<file path="config.mk">
export PLATFORM = sky130hd
export DESIGN_NAME = dhlm_front
export DESIGN_NICKNAME = d
export VERILOG_FILES = /design/src/rtl/dhlm_pkg.sv /design/src/rtl/dhlm_front.sv
export SDC_FILE = /design/constraint.sdc
export NUM_CORES = 1
export LEC_CHECK = 0
export BUFFER_PORTS_ARGS = -buffer_cell sky130_fd_sc_hd__buf_4
export CAP_MARGIN = 20
export CORE_UTILIZATION = 40
export CTS_CLUSTER_SIZE = 40
export DETAILED_ROUTE_END_ITERATION = 6
export GPL_TIMING_DRIVEN = 0
export PLACE_DENSITY = 0.67
export SYNTH_ARGS = -nofsm -noshare
export SYNTH_HDL_FRONTEND = slang
export SYNTH_SLANG_ARGS = --single-unit
</file>
<file path="constraint.sdc">
create_clock -name clk -period 12 [get_ports clk]
set_clock_uncertainty 0.1 [all_clocks]
set_input_delay 1.2 -clock clk [delete_from_list [all_inputs] [get_ports clk]]
set_output_delay 1.2 -clock clk [all_outputs]
set_load 0.01 [all_outputs]
</file>
<file path="src/rtl/dhlm_pkg.sv">
package dhlm_pkg;

    localparam int MAX_HUNKS_DEF = 64;
    localparam int LINE_BITS_DEF = 32;
    localparam int FIELD_W       = 32;
    localparam int OUT_W         = 32;

    // opcode field values
    localparam logic [1:0] OPC_APPEND = 2'd0;
    localparam logic [1:0] OPC_CLEAR  = 2'd1;
    localparam logic [1:0] OPC_QUERY  = 2'd2;

    // status codes
    localparam logic [1:0] ST_OK   = 2'd0;
    localparam logic [1:0] ST_FULL = 2'd1;
    localparam logic [1:0] ST_SAT  = 2'd2;

    typedef enum logic [1:0] {
        OP_APPEND,
        OP_CLEAR,
        OP_QUERY,
        OP_NOP
    } op_t;

    typedef struct packed {
        op_t                op;
        logic [FIELD_W-1:0] left_start;
        logic [FIELD_W-1:0] left_count;
        logic [FIELD_W-1:0] right_start;
        logic [FIELD_W-1:0] right_count;
        logic [FIELD_W-1:0] source_line;
        logic               left_to_right;
    } item_t;

endpackage

</file>
<file path="src/rtl/dhlm_front.sv">
module dhlm_front (
    input  logic                      clk,
    input  logic                      rst_n,
    input  logic                      start,
    output logic                      busy,
    input  logic [1:0]                opcode,
    input  logic [dhlm_pkg::FIELD_W-1:0] left_start,
    input  logic [dhlm_pkg::FIELD_W-1:0] left_count,
    input  logic [dhlm_pkg::FIELD_W-1:0] right_start,
    input  logic [dhlm_pkg::FIELD_W-1:0] right_count,
    input  logic [dhlm_pkg::FIELD_W-1:0] source_line,
    input  logic                      left_to_right,
    output logic                      head_valid,
    output dhlm_pkg::item_t           head,
    input  logic                      pop
);

    // two-word queue toward the executor
    dhlm_pkg::item_t q_mem_reg [2];
    logic            wr_ptr_reg, wr_ptr_next;
    logic            rd_ptr_reg, rd_ptr_next;
    logic [1:0]      cnt_reg, cnt_next;
    logic            push;
    dhlm_pkg::op_t   op_dec;
    dhlm_pkg::item_t word;

    always_comb
    begin
        unique case (opcode)
            dhlm_pkg::OPC_APPEND: op_dec = dhlm_pkg::OP_APPEND;
            dhlm_pkg::OPC_CLEAR:  op_dec = dhlm_pkg::OP_CLEAR;
            dhlm_pkg::OPC_QUERY:  op_dec = dhlm_pkg::OP_QUERY;
            default:              op_dec = dhlm_pkg::OP_NOP;
        endcase
    end

    always_comb
    begin
        word.op            = op_dec;
        word.left_start    = left_start;
        word.left_count    = left_count;
        word.right_start   = right_start;
        word.right_count   = right_count;
        word.source_line   = source_line;
        word.left_to_right = left_to_right;
    end

    assign busy       = (cnt_reg == 2'd2);
    assign push       = start && !busy;
    assign head_valid = (cnt_reg != 2'd0);
    assign head       = q_mem_reg[rd_ptr_reg];

    always_comb
    begin
        wr_ptr_next = push ? ~wr_ptr_reg : wr_ptr_reg;
        rd_ptr_next = pop ? ~rd_ptr_reg : rd_ptr_reg;
        cnt_next    = cnt_reg + {1'b0, push} - {1'b0, pop};
    end

    always_ff @(posedge clk or negedge rst_n)
    begin
        if (!rst_n)
        begin
            wr_ptr_reg <= 1'b0;
            rd_ptr_reg <= 1'b0;
            cnt_reg    <= 2'd0;
        end
        else
        begin
            wr_ptr_reg <= wr_ptr_next;
            rd_ptr_reg <= rd_ptr_next;
            cnt_reg    <= cnt_next;
        end
    end

    always_ff @(posedge clk)
    begin
        if (push)
        begin
            q_mem_reg[wr_ptr_reg] <= word;
        end
    end

endmodule

</file>
==> results.txt, run 1 <==
run status: finished clean
HPWL after detailed placement: 16.2 mm
initial core utilization: 40.7%
hold bufs inserted after CTS: 0
Synth Register Bits: 330
average wire per standard cell: 18.3 um
maximum root-to-sink buffer count: 3
Post-Place Worst Slack: 8.73 ns
final setup vio count: 0
path category of the worst min-delay check: in2async
antenna violations before repair: 1
Total Nets Final: 1069
Period Utilization, post-route: 25.9%
drc violations: 0
largest cells by area after synthesis: edfxtp_1 81%, mux2_2 15%, clkbuf_8 1.4%
Setup Buffers After CTS: 0
Post-Synthesis Mean Instance Area: 22.9 um2
clock tree from TritonCTS: yes
setup_tns: 0 ns
cell count after synthesis: 526
synthesized cell area: 0.0121 mm2
fraction of final layout cells with drive strength greater than 1: 61.4%
clock insertion delay at the later pin of the skew report: 0.48 ns
CTS root buf: clkbuf_16
sequential fraction of the synthesis area: 82.0%
Max Transition Viols Final: 0
I/O pin count: 332
total wire length: 24.1 mm
vias in the first global route: 6424
worst slew pin tran: 0.706 ns
global-route total usage across every layer: 15.1%
leading register cell type out of synthesis: edfxtp_1
placeable core region: 0.0296 mm2
CP endpoint kind: output port
MaxCap Viol Count: 0
Design Area, Final: 0.0163 mm2
first-pass detailed-route iteration total: 4
synthesized net count: 695
most frequent cells after synthesis: 326 x edfxtp_1, 163 x mux2_2, 12 x clkbuf_8
adder-cell area share of the yosys netlist: 0.208%
fraction of the mapped netlist area in simple logic gates: 0.218%
Post-Route Hold Slack: 0.404 ns
maximum operating frequency: 322 MHz
chip height: 176 um
sinks on the clock net: 330
GRT overflow: 0
placed instance area: 0.0152 mm2
Power Density: 242 mW/mm2
post-synthesis mux area share: 15.2%
die boundary width: 176 um
relative slew slack: 52.8%
number of violations reported at the end of detailed-routing iteration 0: 267
wire length of the first global-routing pass: 35.5 mm
count of vias placed by the detailed router: 6124
Max VDD drop: 0.000155 V
area fraction in compound gates after synthesis: 0%
total of buffers placed on input and output ports: 329
EDFF count, synth: 326
min Tclk post-route: 3.11 ns
unrepaired setup endpoints after global routing: false
max FFs per register: 326
element type at the critical path start: register
Worst Slack Setup Final: 8.89 ns
antenna-violating nets left: 0
Die Outline Area: 0.0308 mm2
utilization of the core after routing: 54.8%
largest family of logic cells by synthesized area: multiplexers
site row count: 63
yosys warns: 0
fraction of synthesized cell area taken by the top area cell type: 81.2%
routed via count divided by cell count: 4.66
final hold viol count: 0
most area-hungry cell type in the Yosys netlist: edfxtp_1
register clock-pin slew on the reported worst setup and hold paths: 0.06 ns
layout overhead on the synthesized area: 34.8%
leakage: 6.06 nW
pin count of the biggest net entering global routing: 63
Inserted Clock Buffers: 36
kind of critical path: reg2out
Fillers: 2379
most repeated cell in the gate-level netlist after synthesis: edfxtp_1
data required time of the worst path: 10.70 ns
maximum net fanout on the critical path: 10
fraction of synthesized cell area in xor and xnor cells: 0.291%
Gates resized, CTS repair: 0
data arrival at the endpoint of the critical path: 1.81 ns
Final GP Congestion: 0.720
number of library cell types mapped by synthesis: 15
number of H-tree levels: 2
post-synthesis async set-or-reset flop share: 1.21%
logic make-up (layout without fill, tap and decap cells):
group                      Yosys count  count (layout)
muxes                              163             163
xor gates and xnor gates             4               4
buffers and inverters               22             420
other                                0               1
and+or+nand+nor                      5               5
DFF                                330             330
adders and majority gates            2               2
final cells by class:
cell class / instances / area (um2) / area share (%)
Inverter: 2 / 7.51 / 0.0462
Sequential cell: 330 / 9890 / 60.9
Clock inverter: 16 / 104 / 0.639
Clock buffer: 46 / 960 / 5.91
Timing Repair Buffer: 336 / 2630 / 16.2
Multi-Input combinational cell: 174 / 1930 / 11.9
Antenna cell: 1 / 2.50 / 0.0154
Tap cell: 390 / 488 / 3.00
Buffer: 20 / 240 / 1.48
worst max-delay path: stages, from the launching register on:
cell	delay, ns
dfrtp_1	0.37
buf_6	0.21
clkbuf_8	0.21
mux2_2	0.36
buf_4	0.15
cell usage in the layout, fill, tap and decap left out:
master and count:
clkinvlp_4 1, clkbuf_1 11, clkbuf_8 12, edfxtp_1 326
xnor2_1 3, nand2_1 1, or2_2 1, xor2_1 1
clkbuf_16 37, buf_6 6, inv_1 2, buf_4 329
bufinv_16 1, clkinv_1 6, nand2b_1 1, buf_12 5
and3_4 1, clkinv_2 7, nor2_4 1, ha_1 2
buf_16 2, dfrtp_1 4, clkinv_4 1, diode_2 1
mux2_2 163
final timing paths:
kind / to / start / slack, ns / cells after the start
min in group clk: cnt_reg[0] / cnt_reg[0] / 0.42 / 1
max in group asynchronous: wr_ptr_reg / rst_n / 11.29 / 1
setup / recovery: head[153] / rd_ptr_reg / 8.89 / 4
hold / removal: cnt_reg[0] / rst_n / 0.40 / 1
setup reg to reg: q_mem_reg[0][12] / cnt_reg[1] / 9.55 / 6
hold reg to reg: cnt_reg[0] / cnt_reg[0] / 0.42 / 1
per-stage QoR:
step / instances / power [mW]
after CTS: 1314 / 4.01
after floorplan: 526 / 2.42
after detailed placement: 1252 / 3.00
after global placement: 1245 / 3.05
final: 1315 / 3.94
after global routing: 1315 / 4.13
layer usage:
metal	global-route usage, %	share of wire, %	up-vias
met5	0	0	-
li1	-	-	2845
met3	5.13	8.6	47
met2	25.0	50	230
met4	6.20	2.6	0
met1	18.1	39	3002
power by group:
group / switching (mW) / total, mW / internal [mW] / leakage, nW
combinational: 0.632 / 1.32 / 0.693 / 2.46
clock: 0.407 / 0.992 / 0.585 / 0.522
sequential: 0.0517 / 1.62 / 1.57 / 3.07
total: 1.09 / 3.94 / 2.85 / 6.06
Note: power is estimated with default switching activity, not from simulation.
==> run 2: changes to the inputs <==
PLACE_DENSITY = 0.69   (was 0.67)
clock period = 2.7 ns   (was 12 ns; I/O delays follow)
==> run 2 against run 1 <==
Critical path depth unchanged; flip-flop and latch count unchanged; global-route usage increased by 1.3 points; largest cell class unchanged.
==> results.txt, run 2 (synthesis gave the netlist of run 1 again) <==
vias in the first global route: 7433 (+16%)
first-pass detailed-route iteration total: 4 (unchanged)
source of the worst register-to-register timing path: cnt_reg[1]
placed instance area: 0.0152 mm2 (+0.38%)
Power Density: 996 mW/mm2 (+310%)
Worst Slack Setup Final: 0.521 ns (-8.37 ns)
run status: finished clean
unrepaired setup endpoints after global routing: false
element type at the critical path start: register
total wire length: 26.0 mm (+8.1%)
most used cells in the layout excluding fill and tap cells: 329 x buf_4, 326 x edfxtp_1, 166 x dlygate4sd3_1
CTS root buf: clkbuf_16
leakage: 6.78 nW (+12%)
kind of critical path: reg2out
Die Outline Area: 0.0308 mm2 (unchanged)
Period Utilization, post-route: 80.7%
Gates resized, CTS repair: 0 (unchanged)
number of H-tree levels: 2 (unchanged)
data required time of the worst path: 2.33 ns (-8.37 ns)
I/O pin count: 332 (unchanged)
max FFs per register: 326 (unchanged)
total chip power: 17.9 mW (+350%)
pin count of the biggest net entering global routing: 60 (-4.8%)
worst slew pin tran: 0.616 ns (-0.0897 ns)
drc violations: 0 (unchanged)
sinks on the clock net: 330 (unchanged)
CP endpoint kind: output port
final hold viol count: 0 (unchanged)
count of vias placed by the detailed router: 6780 (+11%)
antenna-violating nets left: 0 (unchanged)
RR Endpoint: q_mem_reg[0][84]
end point of the most critical hold path: wr_ptr_reg
utilization of the core after routing: 60.7% (+5.8 points)
most common library cell in the layout ignoring fill and taps: buf_4
clock insertion delay at the later pin of the skew report: 0.49 ns (about the same)
final setup vio count: 0 (unchanged)
total of buffers placed on input and output ports: 329 (unchanged)
Total Nets Final: 1236 (+16%)
maximum net fanout on the critical path: 10 (unchanged)
number of non-filler instances in the completed layout: 1481 (+13%)
HPWL after detailed placement: 16.1 mm (-0.36%)
Post-Place Worst Slack: 0.590 ns (-8.14 ns)
data arrival at the endpoint of the critical path: 1.81 ns (about the same)
register clock-pin slew on the reported worst setup and hold paths: 0.06 ns (about the same)
average wire per standard cell: 17.6 um (-4.0%)
number of cells on the worst hold path: 3
instance count after placement with tap cells included: 1254 (+0.16%)
Final GP Congestion: 0.718 (-0.26%)
wire length of the first global-routing pass: 39.3 mm (+11%)
min Tclk post-route: 2.18 ns
setup_tns: 0 ns (unchanged)
layout overhead on the synthesized area: 49.1%
GRT overflow: 0 (unchanged)
path category of the worst min-delay check: in2reg
fraction of final layout cells with drive strength greater than 1: 52.1% (-9.3 points)
routed via count divided by cell count: 4.58 (-1.7%)
hold wc startpoint: start
Worst Reg2Reg Path Length in Cells: 5 (-1)
Setup Buffers After CTS: 0 (unchanged)
initial core utilization: 40.7% (unchanged)
antenna violations before repair: 0 (-1)
chip height: 176 um (unchanged)
Max Transition Viols Final: 0 (unchanged)
clock tree from TritonCTS: yes
relative slew slack: 58.8% (+6.0 points)
Max VDD drop: 0.000540 V (+250%)
Post-Route Hold Slack: 0.0353 ns (-0.369 ns)
number of violations reported at the end of detailed-routing iteration 0: 304 (+14%)
Design Area, Final: 0.0180 mm2 (+11%)
Fillers: 2158 (-9.3%)
maximum root-to-sink buffer count: 3 (unchanged)
Inserted Clock Buffers: 35 (-2.8%)
site row count: 63 (unchanged)
global-route total usage across every layer: 16.5% (+1.3 points)
register-to-register setup slack: 0.60 ns (-8.95 ns)
placeable core region: 0.0296 mm2 (unchanged)
MaxCap Viol Count: 0 (unchanged)
die boundary width: 176 um (unchanged)
maximum operating frequency: 459 MHz
==> run 2: layer usage <==
metal	vias up	global-route usage, %	part of all wire [%]
met5	-	0	0
met4	0	5.14	2.3
met3	46	4.55	7.4
met2	259	30.0	52
met1	3302	18.6	38
li1	3173	-	-
==> run 2: worst max-delay path: stages, from the launching register on <==
cell and delay, ns:
dfrtp_1 0.37, buf_6 0.20, clkbuf_8 0.21, mux2_2 0.37, buf_4 0.15
==> run 2: cell type report <==
type                            instances  area (um2)  area share (%)
Antenna cell                            1        2.50          0.0139
Buffer                                 20         240            1.34
Clock buffer                           44         952            5.30
Clock inverter                         16         123           0.682
Inverter                                2        7.51          0.0418
Multi-Input combinational cell        174        1940            10.8
Sequential cell                       330        9890            55.0
Tap cell                              390         488            2.71
Timing Repair Buffer                  504        4340            24.1
==> run 2: what timing repair did <==
item | in CTS | in global routing
hold endpoints to repair | 331 | 4
endpoints found under the setup margin | 0 | 0
hold buffers | 165 | 1
==> run 2: worst max-delay path by stage <==
stage / endpoint / slack [ns] / cells after the start / startpoint
final: head[10] / 0.52 / 4 / rd_ptr_reg
after global routing: head[155] / 0.45 / 4 / rd_ptr_reg
after CTS: head[10] / 0.47 / 4 / rd_ptr_reg
after detailed placement: q_mem_reg[0][113] / 0.59 / 5 / cnt_reg[1]
after global placement: q_mem_reg[0][84] / -2.34 / 3 / cnt_reg[1]
after floorplan: q_mem_reg[0][0] / -0.83 / 3 / cnt_reg[1]
==> run 2: power breakdown <==
group	switching (mW)	total [mW]	internal, mW
combinational	2.89	6.18	3.29
sequential	0.242	7.23	6.99
clock	1.83	4.51	2.68
